--- src/rtl/swmf_pkg.sv ---
`timescale 1ns / 1ps

package swmf_pkg;

  // Window geometry
  localparam int WIN_LEN  = 9;
  localparam int SAMPLE_W = 16;
  localparam int AGE_W    = 4;
  localparam int IDX_W    = (WIN_LEN > 1) ? $clog2(WIN_LEN) : 1;
  localparam int MED_IDX  = WIN_LEN / 2;

  typedef logic [SAMPLE_W-1:0] sample_t;
  typedef logic [AGE_W-1:0]    age_t;
  typedef logic [IDX_W-1:0]    idx_t;

  // Age carried by the entry that the next sample replaces
  localparam age_t OLDEST_AGE = AGE_W'(WIN_LEN - 1);

  typedef enum logic [1:0] {
    ST_IDLE,
    ST_LEFT,
    ST_RIGHT,
    ST_OUT
  } swmf_state_t;

  // Controller to datapath
  typedef struct packed {
    logic load;
    logic step_left;
    logic step_right;
    logic capture;
  } swmf_cmd_t;

  // Datapath to controller
  typedef struct packed {
    logic left_swap;
    logic right_swap;
    logic out_free;
  } swmf_sts_t;

endpackage

--- src/rtl/swmf_stream_if.sv ---
`timescale 1ns / 1ps

// Sample channel
interface swmf_sample_if;
  logic                      valid;
  logic                      ready;
  logic [swmf_pkg::SAMPLE_W-1:0] sample;

  modport source (output valid, output sample, input ready);
  modport sink   (input valid, input sample, output ready);
endinterface

// Median channel
interface swmf_median_if;
  logic                      valid;
  logic                      ready;
  logic [swmf_pkg::SAMPLE_W-1:0] median;

  modport source (output valid, output median, input ready);
  modport sink   (input valid, input median, output ready);
endinterface

--- src/rtl/swmf_datapath.sv ---
`timescale 1ns / 1ps

module swmf_datapath (
  input  logic                clk,
  input  logic                rst_n,
  input  swmf_pkg::swmf_cmd_t cmd,
  output swmf_pkg::swmf_sts_t sts,
  input  swmf_pkg::sample_t   sample,
  output swmf_pkg::sample_t   median,
  output logic                out_valid,
  input  logic                out_ready
);
  import swmf_pkg::*;

  sample_t vals_r [WIN_LEN];
  age_t    ages_r [WIN_LEN];
  idx_t    ptr_r;
  sample_t median_r;
  logic    out_valid_r;

  idx_t               victim;
  logic [WIN_LEN-1:0] lt_prev;  // entry below its left neighbor
  logic [WIN_LEN-1:0] lt_next;  // right neighbor below this entry

  // Pick the oldest entry, highest index wins, entry 0 if none
  always_comb begin
    victim = '0;
    for (int i = 0; i < WIN_LEN; i++) begin
      if (ages_r[i] == OLDEST_AGE) victim = IDX_W'(i);
    end
  end

  // Compare each entry with both of its neighbors
  genvar g;
  generate
    for (g = 0; g < WIN_LEN; g++) begin : g_cmp
      if (g > 0) begin : g_lt
        assign lt_prev[g] = vals_r[g] < vals_r[g-1];
      end else begin : g_lt0
        assign lt_prev[g] = 1'b0;
      end
      if (g < WIN_LEN - 1) begin : g_nx
        assign lt_next[g] = vals_r[g+1] < vals_r[g];
      end else begin : g_nx_last
        assign lt_next[g] = 1'b0;
      end
    end
  endgenerate

  assign sts.left_swap  = lt_prev[ptr_r];
  assign sts.right_swap = lt_next[ptr_r];
  assign sts.out_free   = !out_valid_r || out_ready;

  // Per-entry update: insert, then swap the moving sample one place a step
  generate
    for (g = 0; g < WIN_LEN; g++) begin : g_entry
      sample_t lo_v, hi_v;
      age_t    lo_a, hi_a;

      if (g > 0) begin : g_lo
        assign lo_v = vals_r[g-1];
        assign lo_a = ages_r[g-1];
      end else begin : g_lo0
        assign lo_v = vals_r[g];
        assign lo_a = ages_r[g];
      end
      if (g < WIN_LEN - 1) begin : g_hi
        assign hi_v = vals_r[g+1];
        assign hi_a = ages_r[g+1];
      end else begin : g_hi_last
        assign hi_v = vals_r[g];
        assign hi_a = ages_r[g];
      end

      always_ff @(posedge clk) begin
        if (!rst_n) begin
          vals_r[g] <= '0;
          ages_r[g] <= AGE_W'(g);
        end else if (cmd.load) begin
          if (IDX_W'(g) == victim) begin
            vals_r[g] <= sample;
            ages_r[g] <= '0;
          end else if (ages_r[g] != OLDEST_AGE) begin
            ages_r[g] <= ages_r[g] + 1'b1;
          end
        end else if (cmd.step_left) begin
          if (IDX_W'(g) == ptr_r) begin
            vals_r[g] <= lo_v;
            ages_r[g] <= lo_a;
          end else if (IDX_W'(g + 1) == ptr_r) begin
            vals_r[g] <= hi_v;
            ages_r[g] <= hi_a;
          end
        end else if (cmd.step_right) begin
          if (IDX_W'(g) == ptr_r) begin
            vals_r[g] <= hi_v;
            ages_r[g] <= hi_a;
          end else if (g > 0 && IDX_W'(g - 1) == ptr_r) begin
            vals_r[g] <= lo_v;
            ages_r[g] <= lo_a;
          end
        end
      end
    end
  endgenerate

  // Track the position of the new sample
  always_ff @(posedge clk) begin
    if (!rst_n) begin
      ptr_r <= '0;
    end else if (cmd.load) begin
      ptr_r <= victim;
    end else if (cmd.step_left) begin
      ptr_r <= ptr_r - 1'b1;
    end else if (cmd.step_right) begin
      ptr_r <= ptr_r + 1'b1;
    end
  end

  // Output register: hold the median until the beat is taken
  always_ff @(posedge clk) begin
    if (!rst_n) begin
      out_valid_r <= 1'b0;
    end else if (cmd.capture) begin
      out_valid_r <= 1'b1;
    end else if (out_ready) begin
      out_valid_r <= 1'b0;
    end
  end

  always_ff @(posedge clk) begin
    if (cmd.capture) median_r <= vals_r[MED_IDX];
  end

  assign median    = median_r;
  assign out_valid = out_valid_r;

endmodule

--- src/rtl/swmf_ctrl.sv ---
`timescale 1ns / 1ps

module swmf_ctrl (
  input  logic                clk,
  input  logic                rst_n,
  input  logic                in_valid,
  output logic                in_ready,
  input  swmf_pkg::swmf_sts_t sts,
  output swmf_pkg::swmf_cmd_t cmd
);
  import swmf_pkg::*;

  swmf_state_t state_r, state_nxt;

  always_ff @(posedge clk) begin
    if (!rst_n) state_r <= ST_IDLE;
    else        state_r <= state_nxt;
  end

  // Next state
  always_comb begin
    state_nxt = state_r;
    unique case (state_r)
      ST_IDLE:  if (in_valid)        state_nxt = ST_LEFT;
      ST_LEFT:  if (!sts.left_swap)  state_nxt = ST_RIGHT;
      ST_RIGHT: if (!sts.right_swap) state_nxt = ST_OUT;
      ST_OUT:   if (sts.out_free)    state_nxt = ST_IDLE;
      default:                       state_nxt = ST_IDLE;
    endcase
  end

  // Commands
  always_comb begin
    in_ready = 1'b0;
    cmd      = '0;
    unique case (state_r)
      ST_IDLE: begin
        in_ready = 1'b1;
        cmd.load = in_valid;
      end
      ST_LEFT:  cmd.step_left  = sts.left_swap;
      ST_RIGHT: cmd.step_right = sts.right_swap;
      ST_OUT:   cmd.capture    = sts.out_free;
      default: begin
        in_ready = 1'b0;
      end
    endcase
  end

endmodule

--- src/rtl/sliding_window_median_filter.sv ---
`timescale 1ns / 1ps

// Sliding-window median over the last nine 16-bit range samples.
// in_chan carries one sample per beat; out_chan returns exactly one median
// per accepted sample, in order. Both use valid/ready, a beat moving at a
// rising edge with both high.
// Each sample replaces the oldest window entry; compare-and-swap steps
// then walk the new sample left or right, one place per cycle, until the
// window is sorted again. The median is then loaded into the output register.
// The new sample moves 0 to 8 places. in_chan.ready is high only while the
// block is idle, so the next sample is taken only once the median of the
// last one is in the output register. A new sample is taken while a finished
// median still waits; if the receiver stalls, the next median holds in the
// block until the output register frees, and in_chan.ready stays low
// meanwhile.
// Reset (rst_n low, synchronous) clears the window to zero with entry i
// holding age i, and drops any pending median.
module sliding_window_median_filter (
  input  logic                 clk,
  input  logic                 rst_n,
  swmf_sample_if.sink          in_chan,
  swmf_median_if.source        out_chan
);
  import swmf_pkg::*;

  swmf_cmd_t cmd;
  swmf_sts_t sts;

  swmf_ctrl u_ctrl (
    .clk      (clk),
    .rst_n    (rst_n),
    .in_valid (in_chan.valid),
    .in_ready (in_chan.ready),
    .sts      (sts),
    .cmd      (cmd)
  );

  swmf_datapath u_dp (
    .clk       (clk),
    .rst_n     (rst_n),
    .cmd       (cmd),
    .sts       (sts),
    .sample    (in_chan.sample),
    .median    (out_chan.median),
    .out_valid (out_chan.valid),
    .out_ready (out_chan.ready)
  );

  // At most one command per cycle
  a_cmd_onehot: assert property (@(posedge clk) disable iff (!rst_n)
    $onehot0({cmd.load, cmd.step_left, cmd.step_right, cmd.capture}))
    else $error("more than one datapath command");

  // Never overwrite a median that is still waiting
  a_capture_free: assert property (@(posedge clk) disable iff (!rst_n)
    cmd.capture |-> (!out_chan.valid || out_chan.ready))
    else $error("capture over pending median");

  // One sample at a time
  a_busy_after_load: assert property (@(posedge clk) disable iff (!rst_n)
    (in_chan.valid && in_chan.ready) |=> !in_chan.ready)
    else $error("sample accepted while busy");

  // Captured median is presented next cycle
  a_capture_valid: assert property (@(posedge clk) disable iff (!rst_n)
    cmd.capture |=> out_chan.valid)
    else $error("captured median not presented");

endmodule
--- src/flat_wrapper.sv ---
// flat-port wrapper written by rule: the top's interface ports become plain ports
module sliding_window_median_filter_flat import swmf_pkg::*;
  (clk, rst_n, in_chan_valid, in_chan_sample, in_chan_ready, out_chan_valid, out_chan_median, out_chan_ready);
  swmf_sample_if in_chan_i ();
  swmf_median_if out_chan_i ();
  input  logic clk;
  input  logic rst_n;
  input wire logic [$bits(in_chan_i.valid)-1:0] in_chan_valid;
  input wire logic [$bits(in_chan_i.sample)-1:0] in_chan_sample;
  output wire logic [$bits(in_chan_i.ready)-1:0] in_chan_ready;
  output wire logic [$bits(out_chan_i.valid)-1:0] out_chan_valid;
  output wire logic [$bits(out_chan_i.median)-1:0] out_chan_median;
  input wire logic [$bits(out_chan_i.ready)-1:0] out_chan_ready;
  assign in_chan_i.valid = in_chan_valid;
  assign in_chan_i.sample = in_chan_sample;
  assign in_chan_ready = in_chan_i.ready;
  assign out_chan_valid = out_chan_i.valid;
  assign out_chan_median = out_chan_i.median;
  assign out_chan_i.ready = out_chan_ready;
  sliding_window_median_filter u_core (.clk(clk), .rst_n(rst_n), .in_chan(in_chan_i), .out_chan(out_chan_i));
endmodule
--- config.mk ---
export PLATFORM = sky130hd
export DESIGN_NAME = sliding_window_median_filter_flat
export DESIGN_NICKNAME = d
export VERILOG_FILES = /design/src/rtl/swmf_pkg.sv /design/src/rtl/swmf_stream_if.sv /design/src/rtl/swmf_datapath.sv /design/src/rtl/swmf_ctrl.sv /design/src/rtl/sliding_window_median_filter.sv /design/src/flat_wrapper.sv
export SDC_FILE = /design/constraint.sdc
export NUM_CORES = 1
export LEC_CHECK = 0
export BUFFER_PORTS_ARGS = -buffer_cell sky130_fd_sc_hd__buf_2
export CELL_PAD_IN_SITES_DETAIL_PLACEMENT = 0
export CELL_PAD_IN_SITES_GLOBAL_PLACEMENT = 1
export CORE_UTILIZATION = 45
export CTS_CLUSTER_DIAMETER = 150
export DETAILED_ROUTE_END_ITERATION = 12
export MAX_ROUTING_LAYER = met4
export PLACE_DENSITY = 0.8
export SYNTH_ARGS = -nofsm -noshare
export SYNTH_HDL_FRONTEND = slang
export SYNTH_SLANG_ARGS = --single-unit
export TNS_END_PERCENT = 5
--- constraint.sdc ---
create_clock -name clk -period 9 [get_ports clk]
set_clock_uncertainty 0.15 [all_clocks]
set_input_delay 2.25 -clock clk [delete_from_list [all_inputs] [get_ports clk]]
set_output_delay 2.25 -clock clk [all_outputs]
set_load 0.05 [all_outputs]
* Word level (Yosys, flattened, before mapping)
Memory sizes are Yosys's and may differ from the RTL's.
Cells that the tools add are included.
** Operators by class
- $lt $le $gt $ge :: 9
- Equality and inequality tests :: 41
- Muxes and demuxes :: 390
- Reduce and logical (&&, ||, !) cells :: 8
- $add $sub $neg :: 11
- Bitwise operators :: 97
** Operators with widths (number)
- 16-bit two-way mux :: 44
- 1-bit two-way mux :: 276
- 4-bit two-way mux :: 57
- 16-bit < comparator :: 8
- 1-bit bitwise OR :: 97
- 4-bit by 1-bit adder with 4-bit output, second input constant :: 10
- 4-bit inequality test, second input constant :: 9
- 3-bit by 4-bit equality test with 1-bit output, first input constant :: 8
- 4-bit equality test, second input constant :: 8
- 2-bit by 4-bit equality test with 1-bit output, first input constant :: 4
- 4-bit equality test, first input constant :: 3
- 2-bit two-way mux :: 6
- 3-bit two-way mux :: 4
- 1-bit binary-select mux with 4-bit select :: 2
- 1-bit by 4-bit equality test with 1-bit output, first input constant :: 2
- 4-bit logical NOT :: 2
- 2-bit inequality test, second input constant :: 4
- 2-bit one-hot mux with 4 select lines :: 1
- 4-bit by 5-bit < comparator with 1-bit output, second input constant :: 1
- 2-bit equality test, second input constant :: 2
- 4-bit AND reduction :: 1
- 4-bit by 1-bit subtractor with 4-bit output, second input constant :: 1
- 3-bit nonzero test :: 1
- 2-bit by 1-bit equality test with 1-bit output, second input constant :: 1
- 4 further kinds :: 4
** Word-level totals
- Word-level logic and storage cells :: 562
- Input bits :: 20
- Memories kept :: 2
- RAM bits :: 180
- Register bits after elaboration :: 23
** Memories
- u_core.u_dp.vals_r :: words 9, width 16, rd ports 9, clocked after memory_dff 0, wr ports 9, line swmf_datapath.sv:15 : sample_t vals_r [WIN_LEN];
- u_core.u_dp.ages_r :: words 9, width 4, rd ports 9, clocked after memory_dff 0, wr ports 9, line swmf_datapath.sv:16 : age_t ages_r [WIN_LEN];

* Logic depth before layout (Yosys ltp)
An unclocked memory read counts as a cell.
- Depth in word-level cells :: 21
- Mapped depth :: 14
- Depth with buffers taken out :: 11

* Cells and area by module
From an unflattened synthesis, not the netlist that was laid out.
** Unflattened totals
- Cells, all modules :: 1338
- Area total of the unflattened synthesis :: 13688.1 um2
** Modules (own cells, without submodules)
- swmf_datapath :: area an instance 13486.7 um2, cells an instance 1317, seq. area each 5985.7 um2, times used 1
- swmf_ctrl :: area an instance 201.4 um2, cells an instance 21, seq. area each 40.0 um2, times used 1

* Worst setup path before layout
Ideal clock, no wire load.
- Path type :: input to register
- From :: input rst_n
- To :: memory u_core.u_dp.vals_r[5][0] (netlist name) (enable)
- Cell stages on the path :: 8
- Buffers on the path :: 2
- Slack :: 4216 ps
- Arrival :: 4259 ps
- Cells stage by stage :: clkbuf_1 > clkinv_1 > a21oi_1 > nand2_1 > a311oi_1 > a21oi_1 > clkbuf_1 > nand3_1
** RTL lines
- start: declaration :: line flat_wrapper.sv:7 : input logic rst_n;
- end: declaration :: line swmf_datapath.sv:15

==> results by group <==
STA
  – Max-slew violations: 0
  – RSZ-0062 raised after global routing: no
  – Worst-Margin Slew: roughly 1.4 ns
  – Setup_tns: 0 ns
  – Fmax: between 150 and 200 MHz
  – Normalized max-slew margin: approximately 5.3%
  – Final Cycle Share: around two thirds
  – Final Setup Violations: 0
  – Hold Fails Final Rpt: 0
  – Fin crit period: 6.09 ns

CTS
  – Clk_lat worst skew: 0.53 ns
  – Total CTS buffers: 24
  – Clock buffer depth: 3
  – Post_cts resized: 0
  – CTS clk-pin slew, worst paths: ~0.060 ns
  – Hold Buf Count CTS: 0
  – H-Tree Depth: 1
  – CTS tree: yes
  – Clock Root Buffer: clkbuf_16
  – Post-CTS Setup Bufs: 0
  – Clock sink count: 203

Synth
  – Mapped Nets: 1634
  – Sequential cell area fraction in the yosys report: roughly two fifths
  – Avg Cell Area, Syn: between 9 and 10 µm²
  – Async S/R FF share, synth: 0%
  – Multiplexer share of the synthesized area: less than 1%
  – Synth Area in Compound Gates: 25.3%
  – Yosys cell types: 70
  – Main synth FF type: edfxtp_1
  – Synth Area in Adders: approximately an eighth
  – Post-synthesis instance total: 1468
  – Post-synthesis cell area: 0.0144 mm²
  – Synth Warn #: 0
  – Post-synth EDFFs: ~200
  – Post-Synth XOR/XNOR Area: under 10%
  – Synth Register Bits: 203
  – Simple-gate share of the synthesized area: 11.5%
  – Largest family of logic cells by synthesized area: compound AO/OA/AOI/OAI gates

Route
  – Drt total wl: 43.7 mm
  – Violation count after the first detailed-route iteration: approximately 1100
  – TritonRoute pass-1 iters: 5
  – Drc violations: 0
  – Via density per instance: about 6.5
  – Vias after detailed routing: 12133
  – Antenna Nets Post-Route: 0
  – Avg WL per Cell: 23.3 µm

Critical path
  – Crit path capture type: register
  – Crit path DAT: 5.96 ns
  – Crit path launch type: register
  – Crit Path Class: reg2reg
  – Crit path max fanout: 22
  – Worst Path Required: between 8 and 9 ns

Die
  – Core footprint: 0.0315 mm²
  – Row count: 65
  – DIE AREA: around 0.033 mm²
  – Die X: 181 µm
  – Initial Util: 45.6%
  – Top Ports: 38
  – Die height: 181 µm

Power and ir drop
  – VDD IR max: 0.174 mV
  – Leak: 6.11 nW
  – Pwr Density: 189 mW/mm²
  – Overall power: around 3.0 mW

Finish
  – Final core occ: 49.9%
  – Final nets: approximately 1600
  – Number of diodes: 0
  – Synth-to-Final Area Change: 9.34%
  – Share of cells above drive strength 1: 8.36%
  – Non-Filler Cell Area, Final: 0.0157 mm²

Placement
  – Number of I/O port buffers: 37
  – GPL Wtd Cong: 0.931
  – Placed Instance Area: 0.0149 mm²
  – DP HPWL: 32.0 mm

GRT
  – GRT overflow: 0
  – Antenna violations before repair: 0
  – First-pass GRT wire length: 68.4 mm
  – Total GRT Usage: 27.3%
  – Largest net degree at the start of global routing: 68
  – Vias in the first global route: 11720

Flow run
  – Max-cap violations: 0

Run status
  – Status: finished clean

Worst hold path
  – Min-delay worst type: reg2reg
==> per-stage QoR <==
step | std cells | hold WS (ns) | setup slack (ns)
5_1_grt | 1874 | 0.362 | 2.70
3_5_place_dp | 1831 | 0.329 | 2.68
6_report | 1874 | 0.348 | 2.91
3_3_place_gp | 1831 | 0.323 | 2.85
2_1_floorplan | 1468 | 0.304 | 4.22
4_1_cts | 1874 | 0.344 | 3.03
==> area by class of cell <==
cell class | instances | area [µm²]
Fill cell | 2871 | 15800
Multi-Input combinational cell | 1003 | 7350
Sequential cell | 203 | 6030
Clock buffer | 30 | 644
Inverter | 162 | 608
Tap cell | 402 | 503
Timing Repair Buffer | 61 | 365
Clock inverter | 13 | 201
==> worst paths after layout <==
| check | from | endpoint | slack (ns) | cells past startpoint |
|---|---|---|---|---|
| setup / recovery | u_core.u_dp.vals_r[7][1]$_DFFE_PP_ | u_core.u_dp.vals_r[6][4]$_DFFE_PP_ | 2.91 | 11 |
| hold / removal | u_core.u_dp.vals_r[4][1]$_DFFE_PP_ | u_core.u_dp.median[1]$_DFFE_PP_ | 0.35 | 0 |
| setup reg to reg | u_core.u_dp.vals_r[7][1]$_DFFE_PP_ | u_core.u_dp.vals_r[6][4]$_DFFE_PP_ | 2.91 | 11 |
| hold reg to reg | u_core.u_dp.vals_r[4][1]$_DFFE_PP_ | u_core.u_dp.median[1]$_DFFE_PP_ | 0.35 | 0 |
==> logic make-up after synthesis <==
family / Yosys count
buf+inv: 262
fa+ha+maj: 146
xor+xnor: 19
compound gates: 503
flops: 203
simple gates: 334
mux: 1
==> synth_stat cells (12+ instances only) <==
master    instances  area share, %
buf_1            17           0.44
nand3_1          32            1.1
buf_2            25           0.87
a21oi_1         136            4.7
nand4_1          18           0.78
inv_1           160            4.2
a32o_1           21            1.5
nor2b_1          13           0.57
nor2_1           54            1.4
xnor2_1          12           0.73
o21ai_0          39            1.4
clkbuf_1         52            1.4
and2_1           19           0.83
a31oi_1          58            2.5
nor3_1           21           0.73
nand2_1         123            3.2
o211ai_1         64            3.3
ha_1            146             13
o221ai_1         19            1.2
edfxtp_1        196             41
a221o_1          58            4.0
a22o_1           20            1.2
a211oi_1         23            1.2
==> per-layer routing <==
metal  vias up  part of all wire (%)  wire, µm  GRT usage (%)
met5         -                     0         0              -
met4         0                   2.9      1280           8.14
met3        85                   4.7      2060           2.34
met2       444                    48     21100           44.9
met1      5975                    44     19300           35.9
li1       5629                     -         -              -
==> sequential cells by signal, summed over array words and instances, names as in the netlist <==
register / flops
u_core.u_ctrl.state_r: 2
u_core.u_dp.vals_r: 144
u_core.u_dp.ptr_r: 4
u_core.u_dp.median: 16
u_core.u_dp.out_valid: 1
u_core.u_dp.ages_r: 36
==> placed cells by master (no fill, tap or decap), types with 4 or more instances in the layout <==
master,Yosys,final
nor2b_1,13,12
clkbuf_1,52,5
and2_1,19,19
clkbuf_16,0,25
o211ai_1,64,64
and3_1,8,8
a31oi_1,58,58
o22ai_1,5,5
clkinv_1,2,4
a21o_1,6,6
nand2_1,123,123
nand3b_1,8,8
xor2_1,7,7
nor2_1,54,52
o2111ai_1,5,5
o21ai_0,39,39
inv_1,160,160
xnor2_1,12,12
o21a_1,4,4
a32o_1,21,21
a21oi_1,136,136
dfxtp_1,7,7
nand4_1,18,18
nand2b_1,6,6
o221ai_1,19,19
a22o_1,20,20
a221oi_1,4,4
buf_2,25,37
buf_4,5,24
a221o_1,58,58
edfxtp_1,196,196
a211oi_1,23,21
bufinv_16,0,5
nand3_1,32,32
nor3_1,21,18
ha_1,146,146
a211o_1,4,4
or4_1,5,5
==> power breakdown <==
group | switching [mW] | internal (mW) | total (mW)
registers | 0.111 | 1.16 | 1.27
clock network | 0.415 | 0.651 | 1.07
logic | 0.424 | 0.211 | 0.635
==> critical path, cell delays in order (launching register included) <==
cell,delay (ns)
edfxtp_1,0.43
inv_1,0.07
ha_1,0.28
a2111oi_0,0.69
or4b_1,0.24
nand3_1,0.24
o41a_1,0.44
a311o_1,0.59
o2111ai_1,0.32
buf_4,0.28
and2_0,0.90
nand3_1,0.92
Note: power is estimated with default switching activity, not from simulation.
